===== src/rtl/core/lfu_pkg.sv =====
// ---------------------------------------------------------------------------
// LFU page replacement package
// Shared sizes, microcode types and the control and status structures that
// pass between the sequencer and the datapath.
// ---------------------------------------------------------------------------
package lfu_pkg;

    localparam int FRAMES    = 8;
    localparam int PAGES     = 64;
    localparam int PAGE_W    = 6;
    localparam int FRAME_W   = 3;
    localparam int FCNT_W    = 4;
    localparam int COUNT_W   = 16;
    localparam int STAMP_W   = 32;
    localparam int TALLY_W   = 32;
    localparam int S_TDATA_W = 8;
    localparam int M_TDATA_W = 80;

    localparam logic [FCNT_W-1:0]  FCNT_RESET = FCNT_W'(FRAMES);
    localparam logic [COUNT_W-1:0] COUNT_MAX  = {COUNT_W{1'b1}};

    typedef enum logic [3:0] {
        ST_IDLE,
        ST_READ,
        ST_UPD,
        ST_SCAN,
        ST_SCHK,
        ST_VISS,
        ST_VCMP,
        ST_EVICT,
        ST_OUT
    } step_t;

    typedef enum logic [3:0] {
        ACT_ACCEPT,
        ACT_READ,
        ACT_UPDATE,
        ACT_SCAN,
        ACT_NOP,
        ACT_VISSUE,
        ACT_VCMP,
        ACT_EVICT,
        ACT_OUTPUT
    } action_t;

    typedef enum logic [2:0] {
        CND_ALWAYS,
        CND_IN_VALID,
        CND_SCAN_STOP,
        CND_FOUND,
        CND_VLAST,
        CND_OUT_FREE
    } cond_t;

    typedef struct packed {
        action_t action;
        cond_t   cond;
        step_t   target;
        logic    advance;
    } uword_t;

    typedef struct packed {
        action_t action;
    } ctrl_t;

    typedef struct packed {
        logic in_valid;
        logic scan_stop;
        logic found;
        logic vlast;
        logic out_free;
    } status_t;

endpackage


===== src/rtl/core/lfu_sequencer.sv =====
// ---------------------------------------------------------------------------
// LFU sequencer
// Step counter and read-only microcode table; each control word names the
// datapath action, a branch condition and a branch target.
// ---------------------------------------------------------------------------
module lfu_sequencer
    import lfu_pkg::*;
(
    input  logic    aclk,
    input  logic    aresetn,
    input  status_t status,
    output ctrl_t   ctrl
);

    step_t  step_reg;
    step_t  step_next;
    uword_t uw;
    logic   taken;

    function automatic uword_t rom(input step_t s);
        uword_t w;
        case (s)
            ST_IDLE:  w = '{ACT_ACCEPT, CND_IN_VALID,  ST_READ,  1'b0};
            ST_READ:  w = '{ACT_READ,   CND_ALWAYS,    ST_UPD,   1'b0};
            ST_UPD:   w = '{ACT_UPDATE, CND_ALWAYS,    ST_SCAN,  1'b0};
            ST_SCAN:  w = '{ACT_SCAN,   CND_SCAN_STOP, ST_SCHK,  1'b0};
            ST_SCHK:  w = '{ACT_NOP,    CND_FOUND,     ST_OUT,   1'b1};
            ST_VISS:  w = '{ACT_VISSUE, CND_ALWAYS,    ST_VCMP,  1'b0};
            ST_VCMP:  w = '{ACT_VCMP,   CND_VLAST,     ST_EVICT, 1'b0};
            ST_EVICT: w = '{ACT_EVICT,  CND_ALWAYS,    ST_OUT,   1'b0};
            ST_OUT:   w = '{ACT_OUTPUT, CND_OUT_FREE,  ST_IDLE,  1'b0};
            default:  w = '{ACT_NOP,    CND_ALWAYS,    ST_IDLE,  1'b0};
        endcase
        return w;
    endfunction

    always_ff @(posedge aclk) begin
        if (!aresetn) begin
            step_reg <= ST_IDLE;
        end else begin
            step_reg <= step_next;
        end
    end

    always_comb begin
        uw = rom(step_reg);
        case (uw.cond)
            CND_ALWAYS:    taken = 1'b1;
            CND_IN_VALID:  taken = status.in_valid;
            CND_SCAN_STOP: taken = status.scan_stop;
            CND_FOUND:     taken = status.found;
            CND_VLAST:     taken = status.vlast;
            CND_OUT_FREE:  taken = status.out_free;
            default:       taken = 1'b1;
        endcase
        if (taken) begin
            step_next = uw.target;
        end else if (uw.advance) begin
            step_next = step_t'(step_reg + 4'd1);
        end else begin
            step_next = step_reg;
        end
        ctrl.action = uw.action;
    end

endmodule


===== src/rtl/core/lfu_datapath.sv =====
// ---------------------------------------------------------------------------
// LFU datapath
// Frame table, use-count and last-use memories, tallies, victim search
// registers and the result register, all driven by the sequencer's actions.
// ---------------------------------------------------------------------------
module lfu_datapath
    import lfu_pkg::*;
(
    input  logic                 aclk,
    input  logic                 aresetn,
    input  ctrl_t                ctrl,
    output status_t              status,
    input  logic                 cfg_we,
    input  logic [FCNT_W-1:0]    cfg_wdata,
    input  logic                 s_tvalid,
    output logic                 s_tready,
    input  logic [S_TDATA_W-1:0] s_tdata,
    output logic                 m_tvalid,
    input  logic                 m_tready,
    output logic [M_TDATA_W-1:0] m_tdata
);

    logic [FCNT_W-1:0]  fcnt_reg;
    logic [FRAME_W-1:0] n_last;

    logic [PAGE_W-1:0]  frame_page_reg [FRAMES];
    logic [FRAMES-1:0]  frame_used_reg;

    logic [COUNT_W-1:0] cnt_mem   [PAGES];
    logic [STAMP_W-1:0] stamp_mem [PAGES];
    logic [PAGES-1:0]   cnt_vld_reg;
    logic [COUNT_W-1:0] cnt_rd_reg;
    logic [STAMP_W-1:0] stamp_rd_reg;
    logic               vld_rd_reg;
    logic [COUNT_W-1:0] cnt_cur;

    logic               rd_en;
    logic [PAGE_W-1:0]  rd_addr;

    logic [PAGE_W-1:0]  pg_reg;
    logic [STAMP_W-1:0] seq_reg;
    logic [TALLY_W-1:0] hit_tally_reg;
    logic [TALLY_W-1:0] fault_tally_reg;

    logic [FRAME_W-1:0] idx_reg;
    logic [FRAME_W-1:0] cmp_idx_reg;
    logic               found_reg;
    logic               hit_reg;
    logic [FRAME_W-1:0] slot_reg;
    logic               ev_valid_reg;
    logic [PAGE_W-1:0]  ev_page_reg;

    logic               have_reg;
    logic [COUNT_W-1:0] best_cnt_reg;
    logic [STAMP_W-1:0] best_stamp_reg;
    logic [FRAME_W-1:0] victim_reg;
    logic               better;

    logic               fill;
    logic               match;
    logic               out_free;
    logic               accept;
    logic               m_load;

    logic               m_valid_reg;
    logic [M_TDATA_W-1:0] m_data_reg;

    always_comb begin
        if (fcnt_reg == '0) begin
            n_last = '0;
        end else if (fcnt_reg > FCNT_W'(FRAMES)) begin
            n_last = FRAME_W'(FRAMES - 1);
        end else begin
            n_last = FRAME_W'(fcnt_reg - 4'd1);
        end
    end

    assign s_tready = (ctrl.action == ACT_ACCEPT);
    assign accept   = s_tready && s_tvalid;
    assign out_free = !m_valid_reg || m_tready;
    assign m_load   = (ctrl.action == ACT_OUTPUT) && out_free;
    assign fill     = !frame_used_reg[idx_reg];
    assign match    = frame_page_reg[idx_reg] == pg_reg;
    assign cnt_cur  = vld_rd_reg ? cnt_rd_reg : '0;

    assign better = !have_reg || (cnt_cur < best_cnt_reg) ||
                    ((cnt_cur == best_cnt_reg) && (stamp_rd_reg < best_stamp_reg));

    always_comb begin
        status.in_valid  = s_tvalid;
        status.scan_stop = fill || match || (idx_reg == n_last);
        status.found     = found_reg;
        status.vlast     = cmp_idx_reg == n_last;
        status.out_free  = out_free;
    end

    always_comb begin
        rd_en   = 1'b0;
        rd_addr = pg_reg;
        case (ctrl.action)
            ACT_READ: begin
                rd_en = 1'b1;
            end
            ACT_VISSUE: begin
                rd_en   = 1'b1;
                rd_addr = frame_page_reg[0];
            end
            ACT_VCMP: begin
                rd_en   = 1'b1;
                rd_addr = frame_page_reg[idx_reg];
            end
            default: begin
                rd_en = 1'b0;
            end
        endcase
    end

    always_ff @(posedge aclk) begin
        if (rd_en) begin
            cnt_rd_reg   <= cnt_mem[rd_addr];
            stamp_rd_reg <= stamp_mem[rd_addr];
            vld_rd_reg   <= cnt_vld_reg[rd_addr];
        end
        if (ctrl.action == ACT_UPDATE) begin
            cnt_mem[pg_reg]   <= (cnt_cur == COUNT_MAX) ? COUNT_MAX : cnt_cur + 16'd1;
            stamp_mem[pg_reg] <= seq_reg;
        end
    end

    always_ff @(posedge aclk) begin
        if (!aresetn) begin
            fcnt_reg        <= FCNT_RESET;
            frame_used_reg  <= '0;
            cnt_vld_reg     <= '0;
            seq_reg         <= '0;
            hit_tally_reg   <= '0;
            fault_tally_reg <= '0;
            m_valid_reg     <= 1'b0;
        end else begin
            if (cfg_we) begin
                fcnt_reg <= cfg_wdata;
            end
            if (m_load) begin
                m_valid_reg <= 1'b1;
            end else if (m_valid_reg && m_tready) begin
                m_valid_reg <= 1'b0;
            end
            case (ctrl.action)
                ACT_ACCEPT: begin
                    if (accept) begin
                        pg_reg <= s_tdata[PAGE_W-1:0];
                    end
                end
                ACT_UPDATE: begin
                    cnt_vld_reg[pg_reg] <= 1'b1;
                    seq_reg             <= seq_reg + 32'd1;
                    idx_reg             <= '0;
                    found_reg           <= 1'b0;
                    hit_reg             <= 1'b0;
                    ev_valid_reg        <= 1'b0;
                    ev_page_reg         <= '0;
                end
                ACT_SCAN: begin
                    if (fill) begin
                        frame_used_reg[idx_reg] <= 1'b1;
                        frame_page_reg[idx_reg] <= pg_reg;
                        fault_tally_reg         <= fault_tally_reg + 32'd1;
                        slot_reg                <= idx_reg;
                        found_reg               <= 1'b1;
                    end else if (match) begin
                        hit_reg       <= 1'b1;
                        hit_tally_reg <= hit_tally_reg + 32'd1;
                        slot_reg      <= idx_reg;
                        found_reg     <= 1'b1;
                    end else begin
                        idx_reg <= idx_reg + 3'd1;
                    end
                end
                ACT_VISSUE: begin
                    have_reg    <= 1'b0;
                    cmp_idx_reg <= '0;
                    idx_reg     <= 3'd1;
                end
                ACT_VCMP: begin
                    if (better) begin
                        have_reg       <= 1'b1;
                        best_cnt_reg   <= cnt_cur;
                        best_stamp_reg <= stamp_rd_reg;
                        victim_reg     <= cmp_idx_reg;
                    end
                    cmp_idx_reg <= idx_reg;
                    idx_reg     <= idx_reg + 3'd1;
                end
                ACT_EVICT: begin
                    cnt_vld_reg[frame_page_reg[victim_reg]] <= 1'b0;
                    frame_page_reg[victim_reg] <= pg_reg;
                    ev_valid_reg    <= 1'b1;
                    ev_page_reg     <= frame_page_reg[victim_reg];
                    slot_reg        <= victim_reg;
                    fault_tally_reg <= fault_tally_reg + 32'd1;
                end
                ACT_OUTPUT: begin
                    if (out_free) begin
                        m_data_reg  <= {5'd0, fault_tally_reg, hit_tally_reg,
                                        ev_page_reg, ev_valid_reg, slot_reg, hit_reg};
                    end
                end
                default: begin
                end
            endcase
        end
    end

    assign m_tvalid = m_valid_reg;
    assign m_tdata  = m_data_reg;

endmodule


===== src/rtl/core/lfu_page_replacement.sv =====
// ---------------------------------------------------------------------------
// LFU page replacement
// Least-frequently-used page replacement with oldest-use tie-break.
// ---------------------------------------------------------------------------
// Each transaction on the s_ channel carries one page reference; each one
// produces exactly one transaction on the m_ channel that reports hit or
// fault, the frame now holding the page, any evicted page and the running
// hit and fault totals.
// A reference on a hit or a fill into an empty frame steps through accept,
// memory read, count update, frame scan, check and output. When every active
// frame is full, a victim search over the active frames and an eviction come
// before the output. The frame scan walks one frame per cycle and the victim
// search reads one use count and one last-use stamp per cycle through the
// single memory read port.
// One reference is in flight at a time; s_tready is high only while the
// sequencer waits for a new reference.
// The result is held in an output register. If the receiver stalls, the
// block still accepts and processes the next reference, then waits with
// that result until the register is free.
// Reset empties all frames, clears all use counts, sequence and totals,
// and sets frame_count to 8. Write frame_count only while idle; not enforced.
// ---------------------------------------------------------------------------
module lfu_page_replacement
    import lfu_pkg::*;
(
    input  logic                 aclk,
    input  logic                 aresetn,
    input  logic                 cfg_we,
    input  logic [FCNT_W-1:0]    cfg_wdata,
    input  logic                 s_tvalid,
    output logic                 s_tready,
    // s_tdata: page [5:0], zero [7:6]
    input  logic [S_TDATA_W-1:0] s_tdata,
    output logic                 m_tvalid,
    input  logic                 m_tready,
    // m_tdata: hit [0], frame_index [3:1], evicted_valid [4],
    // evicted_page [10:5], hits_total [42:11], faults_total [74:43], zero [79:75]
    output logic [M_TDATA_W-1:0] m_tdata
);

    ctrl_t   ctrl;
    status_t status;

    lfu_sequencer u_seq (
        .aclk    (aclk),
        .aresetn (aresetn),
        .status  (status),
        .ctrl    (ctrl)
    );

    lfu_datapath u_dp (
        .aclk      (aclk),
        .aresetn   (aresetn),
        .ctrl      (ctrl),
        .status    (status),
        .cfg_we    (cfg_we),
        .cfg_wdata (cfg_wdata),
        .s_tvalid  (s_tvalid),
        .s_tready  (s_tready),
        .s_tdata   (s_tdata),
        .m_tvalid  (m_tvalid),
        .m_tready  (m_tready),
        .m_tdata   (m_tdata)
    );

endmodule


===== config.mk =====
export PLATFORM = sky130hd
export DESIGN_NAME = lfu_page_replacement
export DESIGN_NICKNAME = d
export VERILOG_FILES = /design/src/rtl/core/lfu_pkg.sv /design/src/rtl/core/lfu_sequencer.sv /design/src/rtl/core/lfu_datapath.sv /design/src/rtl/core/lfu_page_replacement.sv
export SDC_FILE = /design/constraint.sdc
export NUM_CORES = 2
export LEC_CHECK = 0
export ABC_AREA = 1
export ABC_CLOCK_PERIOD_IN_PS = 18080
export BUFFER_PORTS_ARGS = -buffer_cell sky130_fd_sc_hd__buf_4
export CAP_MARGIN = 20
export CORE_MARGIN = 2
export CORE_UTILIZATION = 35
export CTS_CLUSTER_DIAMETER = 120
export DETAILED_ROUTE_END_ITERATION = 8
export PLACE_DENSITY_LB_ADDON = 0.2
export SLEW_MARGIN = 40
export SYNTH_ARGS = -nofsm -noshare
export SYNTH_HDL_FRONTEND = slang
export SYNTH_SLANG_ARGS = --single-unit

===== constraint.sdc =====
create_clock -name aclk -period 18.08 [get_ports aclk]
set_input_delay 0.904 -clock aclk [delete_from_list [all_inputs] [get_ports aclk]]
set_output_delay 0.904 -clock aclk [all_outputs]
set_load 0.05 [all_outputs]

==> flow_summary.json <==
{
  "startpoint_type": "register",
  "io_buffers": 91,
  "p_total_mw": 21.6,
  "period_share": 0.355,
  "fmax_mhz": 156,
  "cts_tree": "built",
  "clock_latency_ps": 960,
  "wl_um": 442000,
  "die_y_um": 648,
  "htree_levels": 5,
  "setup_ws_ps": 11650,
  "hp-class": "primary input to register",
  "start_util": 0.352,
  "routed_via_density": 5.43,
  "powerDensity_mw_per_mm2": 131,
  "synth_flop_cell": "edfxtp_1",
  "final_area_mm2": 0.165,
  "critPathMaxFanout": 184,
  "ant_nets": 0,
  "yosys.area.top_type": "edfxtp_1",
  "ys_types": 58,
  "synth_fa_ha_area_frac": 0.00500,
  "cts_hold_buf": 0,
  "layout-drive-gt1-share": 0.153,
  "crit_type": "register to register",
  "ys_seq_elements": 3515,
  "cts_setup_buffers": 0,
  "critPathRequiredTime_ps": 18850,
  "finalNonFillerCells": 17100,
  "total_leakage_power_nw": 58.0,
  "synth_top_family_by_area": "simple AND/OR/NAND/NOR gates",
  "cp_data_arrival_time_ps": 7200,
  "power.switching_mw": 6.65,
  "die_w_um": 648,
  "ys_seq_area_frac": 0.713,
  "worst_path_max_delay_cell": "dfxtp_2",
  "p_seq_frac": 0.431,
  "cpMostUsedCell": "nand3_1",
  "core_area_mm2": 0.413,
  "path_buf_inv": 5,
  "fin_nets": 11300,
  "ys_warn_count": 0,
  "grt-ovfl-total": 0,
  "fin_crit_ps": 6430,
  "io_pins": 99,
  "syn_area_per_cell_um2": 12.9,
  "antenna_found_initial": 13,
  "maxCapViolCount": 0,
  "fp.dieArea_mm2": 0.420,
  "top_register": "u_dp.stamp_mem",
  "slew_headroom": 0.389,
  "drc": 0,
  "critPathTopFamily": "buffers and inverters",
  "wl_per_cell_um": 25.9,
  "cts.sinks": 3515,
  "synth_top_area_share": 0.687,
  "grt_setup_unrepaired": "no",
  "largest_reg_flops": 2048,
  "synth_area_mm2": 0.145,
  "cts_buffers": 379,
  "cp_cell_sequence": "inv_2, nand2_1, nand3_1, nand3_1, nand3_2, nand2_8, buf_4, buf_12, buf_6, buf_6, or2_2, o211ai_1, nand3_1, nand3_1, nand3_1, nand3_1, nand2_1",
  "worst_slew_pin_slew_ps": 917,
  "grt_pass1_vias": 90300,
  "grt_start_max_net_pins": 230,
  "synthArstFlopShare": 0,
  "gp_congestion": 0.822,
  "mostFrequentLayoutCell": "edfxtp_1",
  "dp.cells": 16300,
  "pre_cts_slack_ps": 11280,
  "slowest_delay_ps": 720,
  "yosys-top-cells-area": "edfxtp_1 69%, o211ai_1 7.9%, nand3_1 5.4%",
  "synth_compound_area_frac": 0.0955,
  "rows": 236,
  "dp_hpwl_um": 227000,
  "drtIter0Drc": 9254,
  "grt_pass1_wl_um": 633000,
  "root_buffer": "clkbuf_16",
  "syn_inst": 11200,
  "layout_common_cells": "3320 x edfxtp_1, 1564 x nand3_1, 1524 x o211ai_1",
  "combPwrFrac": 0.216,
  "status": "finished, final reports clean",
  "p_int_mw": 15.0,
  "cts_resized": 0,
  "synth-simple-area-share": 0.137,
  "timing.final.hold_violations": 0,
  "synth_mux_area_frac": 0,
  "ctsLongestPathBuffers": 4,
  "track_usage": 0.205,
  "final_util": 0.400,
  "whs_ps": 123,
  "synth-xor-area-share": 0.00320,
  "setup_violations": 0,
  "peakVddDrop_mv": 0.0776,
  "dr_total_vias": 92600,
  "power.share.clock": 0.353,
  "cp-end-kind": "register",
  "fin_tns_setup_ps": 0,
  "cts.reportedPaths.clkPinSlew_ps": 60,
  "first_pass_iters": 6,
  "skew_ps": 49.2,
  "swShare": 0.307,
  "maxSlewViolCount": 0,
  "place_area_mm2": 0.153,
  "synth-edff-count": 3320,
  "area_delta_synth_final_pct": 13.9
}
==> per-layer routing <==
layer	routed length (um)	global-route usage	vias up
li1	-	-	41500
met1	196000	0.287	47200
met2	203000	0.331	3243
met3	30800	0.0313	669
met4	11700	0.0544	0
met5	0	0	-
==> kinds of logic (layout without fill, tap and decap cells) <==
group / count (synthesis) / in the layout
AND/OR/NAND/NOR: 3972 / 3972
flip-flops: 3515 / 3515
AO/OA/AOI/OAI: 1993 / 1993
buffers and inverters: 1622 / 1972
adder cells (fa/ha/maj): 58 / 58
XOR/XNOR: 53 / 53
other: 1 / 13
==> cells in the mapped netlist (60+ instances only) <==
master and n:
nor3_1 79, o211ai_1 1524, edfxtp_1 3320, or2_0 60, buf_1 68, clkbuf_1 258, nand2_1 993, nor2_1 242
dfxtp_1 195, or2_1 260, nand3_1 1572, o21ai_0 216, inv_1 875, a21oi_1 180, or2_2 669, buf_2 382
==> cell type report <==
cell class              instances  area [um^2]
diodes                          8         20.0
repair buffers                384         3720
multi-input cells            6081        35600
inverters                     891         3400
clock buffers                 491        10300
flip-flops and latches       3515       104000
clock inverters               206         1870
well taps                    5474         6850
fillers                     38100       248000
==> power groups by stage <==
stage / combinational, mW / clock [mW] / sequential [mW]
floorplan: 3.02 / 0 / 9.55
global route: 5.10 / 8.07 / 9.34
CTS: 4.65 / 7.77 / 9.33
global placement: 4.54 / 0 / 9.50
detailed placement: 4.64 / 0 / 9.50
finish: 4.67 / 7.63 / 9.33
==> final timing paths <==
path              slack [ps]                         from  cells after the start                         endpoint
setup / recovery       11650                     register                     17  u_dp.stamp_rd_reg[29]$_DFFE_PP_
hold / removal           120                   s_tdata[3]                      1         u_dp.pg_reg[3]$_DFFE_PP_
setup reg to reg       11650                     register                     17  u_dp.stamp_rd_reg[29]$_DFFE_PP_
hold reg to reg          420  u_dp.ev_valid_reg$_DFFE_PP_                      0        u_dp.m_tdata[4]$_DFFE_PP_
No activity file was read; power rests on OpenSTA's default activity.
